==> src/rtl/core/tdpc_pkg.sv <==
package tdpc_pkg;

	localparam int PRESS_COUNT_BITS_DEF = 20;

	localparam int DEBOUNCE_W = 16;
	localparam int TICKS_W    = 20;
	localparam int APB_DATA_W = 32;
	localparam int APB_ADDR_W = 4;

	localparam logic [DEBOUNCE_W-1:0] DEBOUNCE_RST = 16'd50;
	localparam logic [TICKS_W-1:0]    SHORT_RST    = 20'd500;
	localparam logic [TICKS_W-1:0]    LONG_RST     = 20'd1000;
	localparam logic [TICKS_W-1:0]    FACTORY_RST  = 20'd10000;

	localparam logic [DEBOUNCE_W-1:0] STABLE_MAX = '1;
	localparam logic [TICKS_W-1:0]    TICKS_MAX  = '1;

	typedef enum logic [1:0] {
		EV_NONE    = 2'd0,
		EV_SHORT   = 2'd1,
		EV_LONG    = 2'd2,
		EV_FACTORY = 2'd3
	} event_t;

	typedef enum logic [1:0] {
		REG_DEBOUNCE = 2'd0,
		REG_SHORT    = 2'd1,
		REG_LONG     = 2'd2,
		REG_FACTORY  = 2'd3
	} reg_idx_t;

	typedef struct packed {
		logic [DEBOUNCE_W-1:0] debounce_ticks;
		logic [TICKS_W-1:0]    short_max_ticks;
		logic [TICKS_W-1:0]    long_min_ticks;
		logic [TICKS_W-1:0]    factory_min_ticks;
	} cfg_t;

endpackage

==> src/rtl/core/tdpc_regs.sv <==
module tdpc_regs
	import tdpc_pkg::*;
(
	input  logic                  clk,
	input  logic                  arst_n,
	input  logic                  psel,
	input  logic                  penable,
	input  logic                  pwrite,
	input  logic [APB_ADDR_W-1:0] paddr,
	input  logic [APB_DATA_W-1:0] pwdata,
	output logic [APB_DATA_W-1:0] prdata,
	output logic                  pready,
	output cfg_t                  cfg
);

	cfg_t     cfg_q;
	reg_idx_t idx;
	logic     wr_en;

	assign idx    = reg_idx_t'(paddr[3:2]);
	assign pready = 1'b1;
	assign wr_en  = psel & penable & pwrite & pready;
	assign cfg    = cfg_q;

	always_ff @(posedge clk or negedge arst_n) begin
		if (!arst_n) begin
			cfg_q.debounce_ticks    <= DEBOUNCE_RST;
			cfg_q.short_max_ticks   <= SHORT_RST;
			cfg_q.long_min_ticks    <= LONG_RST;
			cfg_q.factory_min_ticks <= FACTORY_RST;
		end else if (wr_en) begin
			case (idx)
				REG_DEBOUNCE: cfg_q.debounce_ticks    <= pwdata[DEBOUNCE_W-1:0];
				REG_SHORT:    cfg_q.short_max_ticks   <= pwdata[TICKS_W-1:0];
				REG_LONG:     cfg_q.long_min_ticks    <= pwdata[TICKS_W-1:0];
				REG_FACTORY:  cfg_q.factory_min_ticks <= pwdata[TICKS_W-1:0];
				default: ;
			endcase
		end
	end

	always_comb begin
		case (idx)
			REG_DEBOUNCE: prdata = APB_DATA_W'(cfg_q.debounce_ticks);
			REG_SHORT:    prdata = APB_DATA_W'(cfg_q.short_max_ticks);
			REG_LONG:     prdata = APB_DATA_W'(cfg_q.long_min_ticks);
			REG_FACTORY:  prdata = APB_DATA_W'(cfg_q.factory_min_ticks);
			default:      prdata = '0;
		endcase
	end

endmodule

==> src/rtl/core/touch_debounce_press_classifier.sv <==
// Touch debounce and press classifier. Each input transfer is one time-base tick carrying the
// raw touch level in s_tdata[0]; each tick produces exactly one output transfer with
// event_code in m_tdata[1:0] (0 none, 1 short, 2 long, 3 factory reset), the debounced level
// in m_tdata[2] and the current press length in m_tdata[22:3]. The tick logic is a single
// pass of counters and compares into one output register, so the block takes one tick per
// clock cycle; s_tready drops only while a finished result waits and m_tready is low. The
// four thresholds live in the APB registers at byte addresses 0, 4, 8 and 12 and should be
// written between ticks.
module touch_debounce_press_classifier
	import tdpc_pkg::*;
#(
	parameter int PRESS_COUNT_BITS = PRESS_COUNT_BITS_DEF
) (
	input  logic                  clk,
	input  logic                  arst_n,
	input  logic                  s_tvalid,
	output logic                  s_tready,
	input  logic [7:0]            s_tdata,   // [0] raw_touch
	output logic                  m_tvalid,
	input  logic                  m_tready,
	output logic [23:0]           m_tdata,   // [1:0] event_code, [2] touching, [22:3] press_ticks
	input  logic                  psel,
	input  logic                  penable,
	input  logic                  pwrite,
	input  logic [APB_ADDR_W-1:0] paddr,
	input  logic [APB_DATA_W-1:0] pwdata,
	output logic [APB_DATA_W-1:0] prdata,
	output logic                  pready
);

	localparam int CW = PRESS_COUNT_BITS;
	localparam int CMP_W = (CW > TICKS_W) ? CW : TICKS_W;
	localparam logic [CW-1:0] CNT_MAX = '1;

	cfg_t cfg;

	tdpc_regs u_regs (
		.clk    (clk),
		.arst_n (arst_n),
		.psel   (psel),
		.penable(penable),
		.pwrite (pwrite),
		.paddr  (paddr),
		.pwdata (pwdata),
		.prdata (prdata),
		.pready (pready),
		.cfg    (cfg)
	);

	// tick state
	logic                  last_raw_q;
	logic [DEBOUNCE_W-1:0] stable_q;
	logic                  deb_q;
	logic                  active_q;
	logic [CW-1:0]         cnt_q;
	logic                  long_fired_q;
	logic                  reset_fired_q;

	// output register
	logic                  out_valid_q;
	event_t                ev_q;
	logic                  touching_q;
	logic [TICKS_W-1:0]    ticks_q;

	logic                  raw;
	logic                  accept;
	logic [DEBOUNCE_W-1:0] stable_n;
	logic                  deb_n;
	logic                  active_n;
	logic [CW-1:0]         cnt_inc;
	logic [CW-1:0]         cnt_n;
	logic                  long_n;
	logic                  reset_n;
	event_t                ev_n;
	logic [CMP_W-1:0]      cnt_wide;
	logic [CMP_W-1:0]      len_wide;
	logic [TICKS_W-1:0]    shown;

	assign raw      = s_tdata[0];
	assign s_tready = !out_valid_q || m_tready;
	assign accept   = s_tvalid && s_tready;
	assign cnt_inc  = (cnt_q == CNT_MAX) ? cnt_q : cnt_q + 1'b1;
	assign len_wide = CMP_W'(cnt_inc);

	always_comb begin
		ev_n     = EV_NONE;
		active_n = active_q;
		cnt_n    = cnt_q;
		long_n   = long_fired_q;
		reset_n  = reset_fired_q;

		if (raw != last_raw_q)
			stable_n = '0;
		else if (stable_q != STABLE_MAX)
			stable_n = stable_q + 1'b1;
		else
			stable_n = stable_q;

		deb_n = (stable_n >= cfg.debounce_ticks) ? raw : deb_q;

		if (deb_n != deb_q) begin
			if (deb_n) begin
				active_n = 1'b1;
				cnt_n    = '0;
				long_n   = 1'b0;
				reset_n  = 1'b0;
			end else begin
				// release: length counts the falling tick too
				if (active_q && !long_fired_q && !reset_fired_q &&
				    len_wide < CMP_W'(cfg.short_max_ticks))
					ev_n = EV_SHORT;
				active_n = 1'b0;
				cnt_n    = '0;
			end
		end else if (deb_n && active_q) begin
			cnt_n = cnt_inc;
		end

		cnt_wide = CMP_W'(cnt_n);

		if (deb_n && active_n) begin
			if (cnt_wide >= CMP_W'(cfg.factory_min_ticks) && !reset_n) begin
				reset_n = 1'b1;
				long_n  = 1'b1;
				ev_n    = EV_FACTORY;
			end else if (cnt_wide >= CMP_W'(cfg.long_min_ticks) && !long_n) begin
				long_n = 1'b1;
				ev_n   = EV_LONG;
			end
		end

		if (!active_n)
			shown = '0;
		else if (cnt_wide > CMP_W'(TICKS_MAX))
			shown = TICKS_MAX;
		else
			shown = cnt_wide[TICKS_W-1:0];
	end

	always_ff @(posedge clk or negedge arst_n) begin
		if (!arst_n) begin
			last_raw_q    <= 1'b0;
			stable_q      <= '0;
			deb_q         <= 1'b0;
			active_q      <= 1'b0;
			cnt_q         <= '0;
			long_fired_q  <= 1'b0;
			reset_fired_q <= 1'b0;
		end else if (accept) begin
			last_raw_q    <= raw;
			stable_q      <= stable_n;
			deb_q         <= deb_n;
			active_q      <= active_n;
			cnt_q         <= cnt_n;
			long_fired_q  <= long_n;
			reset_fired_q <= reset_n;
		end
	end

	always_ff @(posedge clk or negedge arst_n) begin
		if (!arst_n)
			out_valid_q <= 1'b0;
		else if (accept)
			out_valid_q <= 1'b1;
		else if (m_tready)
			out_valid_q <= 1'b0;
	end

	always_ff @(posedge clk) begin
		if (accept) begin
			ev_q       <= ev_n;
			touching_q <= deb_n;
			ticks_q    <= shown;
		end
	end

	assign m_tvalid = out_valid_q;
	assign m_tdata  = {1'b0, ticks_q, touching_q, ev_q};

endmodule
==> config.mk <==
export PLATFORM = sky130hd
export DESIGN_NAME = touch_debounce_press_classifier
export DESIGN_NICKNAME = d
export VERILOG_FILES = /design/src/rtl/core/tdpc_pkg.sv /design/src/rtl/core/tdpc_regs.sv /design/src/rtl/core/touch_debounce_press_classifier.sv
export SDC_FILE = /design/constraint.sdc
export NUM_CORES = 1
export LEC_CHECK = 0
export BUFFER_PORTS_ARGS = -buffer_cell sky130_fd_sc_hd__clkbuf_2
export CAP_MARGIN = 30
export CORE_MARGIN = 10
export CORE_UTILIZATION = 60
export CTS_BUF_LIST = sky130_fd_sc_hd__clkbuf_16
export CTS_CLUSTER_DIAMETER = 40
export DETAILED_ROUTE_END_ITERATION = 6
export PLACE_DENSITY = 0.82
export SYNTH_ARGS = -nofsm -noshare
export SYNTH_HDL_FRONTEND = slang
export SYNTH_SLANG_ARGS = --single-unit
==> constraint.sdc <==
create_clock -name clk -period 9.1 [get_ports clk]
set_input_delay 1.82 -clock clk [delete_from_list [all_inputs] [get_ports clk]]
set_output_delay 1.82 -clock clk [all_outputs]
set_load 0.01 [all_outputs]
* Yosys cells after proc, flatten, opt, wreduce, memory -nomap -nowiden
Cells that the tools add are included.
** Cells by class
- Multiplexer cells :: 27
- Bitwise gates (word level) :: 2
- Magnitude comparators :: 5
- Add/sub/neg operators :: 2
- Eq/ne operators :: 7
- Reduce and logical (&&, ||, !) cells :: 20
** Operators with widths (count)
- case mux 32 bit (4 select lines) :: 1
- two-way mux 20 bit :: 4
- >= comparator 20 bit :: 2
- two-way mux 16 bit :: 2
- adder 20 x 1 -> 20 bit (second input constant) :: 1
- == test 20 bit (second input constant) :: 1
- > comparator 20 bit (second input constant) :: 1
- less-than comparator 20 bit :: 1
- two-way mux 1 bit :: 17
- adder 16 x 1 -> 16 bit (second input constant) :: 1
- >= comparator 16 bit :: 1
- != test 16 bit (second input constant) :: 1
- logical AND 1 bit :: 8
- AND reduction 2 bit :: 4
- two-way mux 2 bit :: 3
- zero test 1 bit :: 5
- == test 2 bit (second input constant) :: 2
- bitwise AND 1 bit :: 2
- == test 2 x 1 -> 1 bit (second input constant) :: 1
- zero test 2 bit :: 1
- != test 1 bit :: 2
- nonzero test 2 bit :: 1
- logical OR 1 bit :: 1
** Word-level totals
- Input bits :: 51
- Register bits :: 141
- Output and inout bits :: 59

* Logic depth before layout (Yosys ltp)
- Depth in word-level cells :: 13
- Depth in mapped cells :: 30

* Cells and area by module
From an unflattened synthesis, not the netlist that was laid out.
** Second synthesis, totals
- Cells, all modules :: 922
- Area total of the unflattened synthesis :: 9365.2 um^2
** By module, submodules not included
- touch_debounce_press_classifier :: sequential area each 1741.7 um^2, instances 1, area each 5825.6 um^2, cells an instance 710
- tdpc_regs :: sequential area each 1926.8 um^2, instances 1, area each 3539.6 um^2, cells an instance 212

* Worst setup path after synthesis
No wires, ideal clock.
- Path kind :: input -> register
- Start :: input s_tdata[0]
- End :: register ev_q[0], data pin
- Buffers on the path :: 4
- Library setup time :: 0.269 ns
- Setup slack :: 2.709 ns
- Cell stages on the path :: 21
- Required time :: 8.831 ns
- Data arrival time :: 6.121 ns
- Cells stage by stage :: buf_2 > xor2_1 > clkbuf_1 > nor2_1 > ha_1 > nand2_1 > a211o_1 > nand2b_1 > o21ai_1 > clkbuf_1 > buf_1 > nor2_1 > ha_1 > nor4_1 > o21ai_0 > a31oi_1 > nor3b_1 > o41ai_1 > o211ai_1 > o211ai_1 > o41ai_1
** Between the ends
- Cells in the longest elaborated chain, start to end :: 12
- Elaborated cells on any way between the ends :: 26
- Classes of those cells :: order compare (3); eq/ne (2); mux (15); reduce/logical (6)
** Ends and longest elaborated chain
- start: declaration :: line touch_debounce_press_classifier.sv:18 : input logic [7:0] s_tdata,
- != test 1 bit (*) :: line touch_debounce_press_classifier.sv:92 : if (raw != last_raw_q)
- two-way mux 16 bit (*) :: line touch_debounce_press_classifier.sv:92
- via stable_n[9] :: line touch_debounce_press_classifier.sv:67 : logic [DEBOUNCE_W-1:0] stable_n;
- >= comparator 16 bit (*) :: line touch_debounce_press_classifier.sv:99 : deb_n = (stable_n >= cfg.debounce_ticks) ? raw : deb_q;
- two-way mux 1 bit (*) :: line touch_debounce_press_classifier.sv:99
- logical AND 1 bit :: line touch_debounce_press_classifier.sv:115 : end else if (deb_n && active_q) begin
- two-way mux 20 bit :: line touch_debounce_press_classifier.sv:115
- two-way mux 20 bit (*) :: line touch_debounce_press_classifier.sv:101 : if (deb_n != deb_q) begin
- via cnt_n[2] :: line touch_debounce_press_classifier.sv:71 : logic [CW-1:0] cnt_n;
- >= comparator 20 bit :: line touch_debounce_press_classifier.sv:126 : end else if (cnt_wide >= CMP_W'(cfg.long_min_ticks) && !long_n) begin
- logical AND 1 bit :: line touch_debounce_press_classifier.sv:126
- two-way mux 2 bit :: line touch_debounce_press_classifier.sv:126
- two-way mux 2 bit (*) :: line touch_debounce_press_classifier.sv:122 : if (cnt_wide >= CMP_W'(cfg.factory_min_ticks) && !reset_n) begin
- two-way mux 2 bit (*) :: line touch_debounce_press_classifier.sv:121 : if (deb_n && active_n) begin
- via ev_n[0] :: line touch_debounce_press_classifier.sv:74 : event_t ev_n;
- end signal: assignment :: line touch_debounce_press_classifier.sv:171 : ev_q <= ev_n;
- end: declaration :: line touch_debounce_press_classifier.sv:61 : event_t ev_q;
Mark *: on every way through the listed nets, which the timed path passes. The rest lies on a longest branch.
A chain may end at the register's enable or synchronous reset.

* Final worst setup path
- Start :: register stable_q[6]
- End :: register ev_q[0], data pin
** Between the ends
- Cells in the longest elaborated chain, start to end :: 13
- Elaborated cells on any way between the ends :: 28
- Classes of those cells :: add/sub (1); order compare (3); eq/ne (2); mux (16); reduce/logical (6)
** Ends and longest elaborated chain
- start: declaration :: line touch_debounce_press_classifier.sv:52 : logic [DEBOUNCE_W-1:0] stable_q;
- start signal: assignment :: line touch_debounce_press_classifier.sv:151 : stable_q <= stable_n;
- adder 16 x 1 -> 16 bit / != test 16 bit (equally long branches) :: line touch_debounce_press_classifier.sv:95, touch_debounce_press_classifier.sv:94
- two-way mux 16 bit (*) :: line touch_debounce_press_classifier.sv:94 : else if (stable_q != STABLE_MAX)
- two-way mux 16 bit (*) :: line touch_debounce_press_classifier.sv:92
- via stable_n[9] :: line touch_debounce_press_classifier.sv:67
- >= comparator 16 bit (*) :: line touch_debounce_press_classifier.sv:99
- two-way mux 1 bit (*) :: line touch_debounce_press_classifier.sv:99
- logical AND 1 bit :: line touch_debounce_press_classifier.sv:115
- two-way mux 20 bit :: line touch_debounce_press_classifier.sv:115
- two-way mux 20 bit (*) :: line touch_debounce_press_classifier.sv:101
- via cnt_n[2] :: line touch_debounce_press_classifier.sv:71
- >= comparator 20 bit :: line touch_debounce_press_classifier.sv:126
- logical AND 1 bit :: line touch_debounce_press_classifier.sv:126
- two-way mux 2 bit :: line touch_debounce_press_classifier.sv:126
- two-way mux 2 bit (*) :: line touch_debounce_press_classifier.sv:122
- two-way mux 2 bit (*) :: line touch_debounce_press_classifier.sv:121
- via ev_n[0] :: line touch_debounce_press_classifier.sv:74
Marked as above.

==> impl_metrics.ini <==
[power_and_ir_drop]
power_density_mw_per_mm2 = 218
pwr-share-seq_pct = 38.7
switchingPower_mw = 0.748
combPwrFrac_pct = 29.3
total_leakage_power_nw = 4.87
p_int_mw = 1.48
switching_share_pct = 33.6
max-vdd-ir-drop_mv = 0.163
pwr-share-clk_pct = 32.0
p_total_mw = 2.23

[drt]
first_pass_iters = 7
wl_um = 25100
viasPerCell = 6.19
drc_errors = 5
met3_wirelength_um = 1780
dr.max_layer_used = met4
routedWlPerCell_um = 20.7
vias = 7504
drt-met1-wl_um = 10300
antenna_left = 0
drt_iter0_markers = 658
met2WireLength_um = 11800

[synth]
ys.flop_type = dfrtp_1
synth-simple-area-share_pct = 15.0
synthTopCellsByArea = dfrtp_1 27%, ha_1 10%, edfxtp_1 7.5%, dfstp_2 5.7%, mux2_2 5.4%
synth_enable_flop_cells = 23
syn_inst = 960
synth.avg_cell_area_um2 = 9.57
yosysTopAreaCell = dfrtp_1
synth-warning-count = 0
yosysSeqAreaShare_pct = 39.9
synth_seq_cells = 141
synthesis.area_mm2 = 0.00918
synthMuxAreaShare_pct = 9.86
ys_types = 70
synth_top_area_share_pct = 26.7
synth_compound_area_share_pct = 14.0
synthXorXnorAreaFrac_pct = 3.91
synth_top_family_by_area = simple AND/OR/NAND/NOR gates
synthArstFlopShare_pct = 83.7
synth_fa_ha_area_share_pct = 10.3

[sta]
setup_viol = 0
relSlewSlack_pct = 42.6
hold_viol_final = 0
period_share_pct = 79.4
max_freq_mhz = 138
drv_slew = 0
rsz0062_at_grt = false
tns_ns = 0
finalCriticalPeriod_ns = 7.23
worst-slew-pin-transition_ns = 0.861
fin_worst_skew_ns = 0.00847

[run_status]
violations = DRC
status = complete, but fails checks

[cts]
hold_buffers = 0
clk_latency_ns = 0.43
cts.repair.resized = 0
clkTransAtPathRegs_ns = 0.06
cts-buffers-inserted = 17
postCtsSetupBuffers = 0
htreeDepth = 4
cts_tree = yes
cts_max_path_buffers = 2
numClockSinks = 141
cts_root_buf = clkbuf_16

[floorplanning]
ios = 110
die_x_um = 144
fp.dieH_um = 144
row_count = 45
dieArea_mm2 = 0.0207
core_mm2 = 0.0151
start_util_pct = 60.9

[worst_setup_path]
critical_path.max_stage_delay_ns = 0.65
cp_max_fo = 32
crit_arrival_ns = 7.37
crit_top_cell = o211ai_1
rr_worst_depth = 26
crit_path_end_kind = flip-flop
path_class = flip-flop to flip-flop
cp.depth = 26
start_kind = flip-flop
cp_slowest_cell = mux2_2
cp.required_ns = 9.25
crit_buf_inv = 0
crit_family = simple AND/OR/NAND/NOR gates

[placement]
gp_congestion = 0.950
port_buffers = 74
hpwl_um = 17800

[global_routing]
grtUsageTotal_pct = 24.6
grt_pass1_vias = 7385
grt_max_degree = 61
grt_pass1_wl_um = 39200
grt_remaining_overflow = 0
antenna_found_initial = 0

[job]
cap_viol_max_count = 0

[final_layout]
num-fill-cells = 1177
layout-drive-gt1-share_pct = 20.3
nets = 1137
area_growth_pct = 11.1
finish.utilization_pct = 67.6
antenna_cells = 0

[hold_path]
hp-class = flip-flop to flip-flop
whs_path_depth = 2
==> cells by family after synthesis <==
kind of cell	after synthesis
multiplexers	65
flip-flops	141
other	2
AO/OA/AOI/OAI	198
adder cells (fa/ha/maj)	76
AND/OR/NAND/NOR	291
buffers and inverters	146
XOR/XNOR	41
==> final cells by class <==
class / count / area (um2) / share of cell area (%)
tap: 188 / 235 / 2.31
clock buffer: 18 / 450 / 4.41
clock inverter: 14 / 153 / 1.50
inverter: 82 / 308 / 3.02
multi-input combinational: 685 / 4940 / 48.4
sequential: 141 / 3670 / 36.0
timing repair buffer: 84 / 445 / 4.37
==> layer usage <==
| layer | vias up | track usage [%] |
|---|---|---|
| li1 | 3484 | - |
| met1 | 3634 | 30.6 |
| met2 | 313 | 38.7 |
| met3 | 73 | 5.94 |
| met4 | 0 | 13.8 |
| met5 | - | 0 |
==> cell usage in the layout (no fill, tap or decap), drive strengths merged, types with 8 or more instances in the layout <==
| cell | instances |
|---|---|
| a21oi | 25 |
| mux2 | 44 |
| nor2 | 64 |
| nand3 | 33 |
| clkbuf | 91 |
| and3 | 14 |
| nand4 | 21 |
| conb | 14 |
| o21ai | 82 |
| nor3 | 14 |
| nand2 | 106 |
| a21o | 10 |
| nor2b | 10 |
| xnor2 | 10 |
| o211ai | 8 |
| o31ai | 16 |
| dfstp | 20 |
| dfrtp | 98 |
| ha | 75 |
| xor2 | 31 |
| a31oi | 15 |
| inv | 86 |
| mux4 | 16 |
| buf | 11 |
| edfxtp | 23 |
==> registers in the layout, indices dropped and copies added, names as in the netlist <==
signal	flops
active_q	1
cnt_q	20
deb_q	1
ev_q	2
last_raw_q	1
long_fired_q	1
m_tvalid	1
reset_fired_q	1
stable_q	16
ticks_q	20
touching_q	1
u_regs.cfg	76
==> cells in the mapped netlist (3+ instances only) <==
cell type	instances
xor2_1	31
a22o_1	4
o211ai_1	8
dfrtp_1	98
nand2b_1	4
a21o_1	10
inv_1	82
edfxtp_1	23
a311oi_1	3
a211oi_1	6
nor4_1	4
nor2b_1	10
dfstp_2	20
nand2_1	106
o31ai_1	14
a21oi_1	24
nor2_1	64
nand3_1	33
mux2_2	44
or3_1	3
nand4_1	19
a211o_1	3
buf_2	13
ha_1	75
clkbuf_1	29
a31oi_1	15
mux4_2	16
o21a_1	4
and3_1	14
o41ai_1	3
buf_1	5
buf_4	17
o21ai_1	17
o211a_1	3
xnor2_1	10
o21ai_0	64
and2_1	7
nor3_1	13
mux2i_1	5
==> tightest hold or removal path: cells and delay by family (launching register included) <==
| kind | cells | cell delay (ns) |
|---|---|---|
| buf+inv | 1 | 0.07 |
| flops | 1 | 0.36 |
| compound gates | 1 | 0.09 |
==> power by group through the flow <==
stage	Combinational, mW	Sequential (mW)	Clock, mW
after global placement	0.604	0.862	0
final	0.652	0.863	0.713
after CTS	0.647	0.861	0.717
after floorplan	0.456	0.838	0
after detailed placement	0.629	0.869	0
after global routing	0.717	0.876	0.747
==> final timing paths <==
check | startpoint | end | slack (ns)
setup / recovery | stable_q[6]$_DFFE_PN0P_ | ev_q[0]$_DFFE_PP_ | 1.87
hold / removal | u_regs.cfg[29]$_DFFE_PN1P_ | u_regs.cfg[29]$_DFFE_PN1P_ | 0.53
setup reg to reg | stable_q[6]$_DFFE_PN0P_ | ev_q[0]$_DFFE_PP_ | 1.87
hold reg to reg | u_regs.cfg[29]$_DFFE_PN1P_ | u_regs.cfg[29]$_DFFE_PN1P_ | 0.53
max in group asynchronous | arst_n | cnt_q[2]$_DFFE_PN0P_ | 6.36
min in group asynchronous | arst_n | stable_q[8]$_DFFE_PN0P_ | 1.46
==> metrics by stage <==
stage	hold slack, ns	instance area (um2)	instances	setup slack [ns]
final	0.534	10200	1212	1.87
after detailed placement	0.514	9600	1180	1.72
after CTS	0.533	10200	1212	2.01
after floorplan	0.487	9230	972	2.71
after global routing	0.549	10200	1212	1.37
after global placement	0.499	9600	1179	1.81
Note: power is estimated with default switching activity, not from simulation.
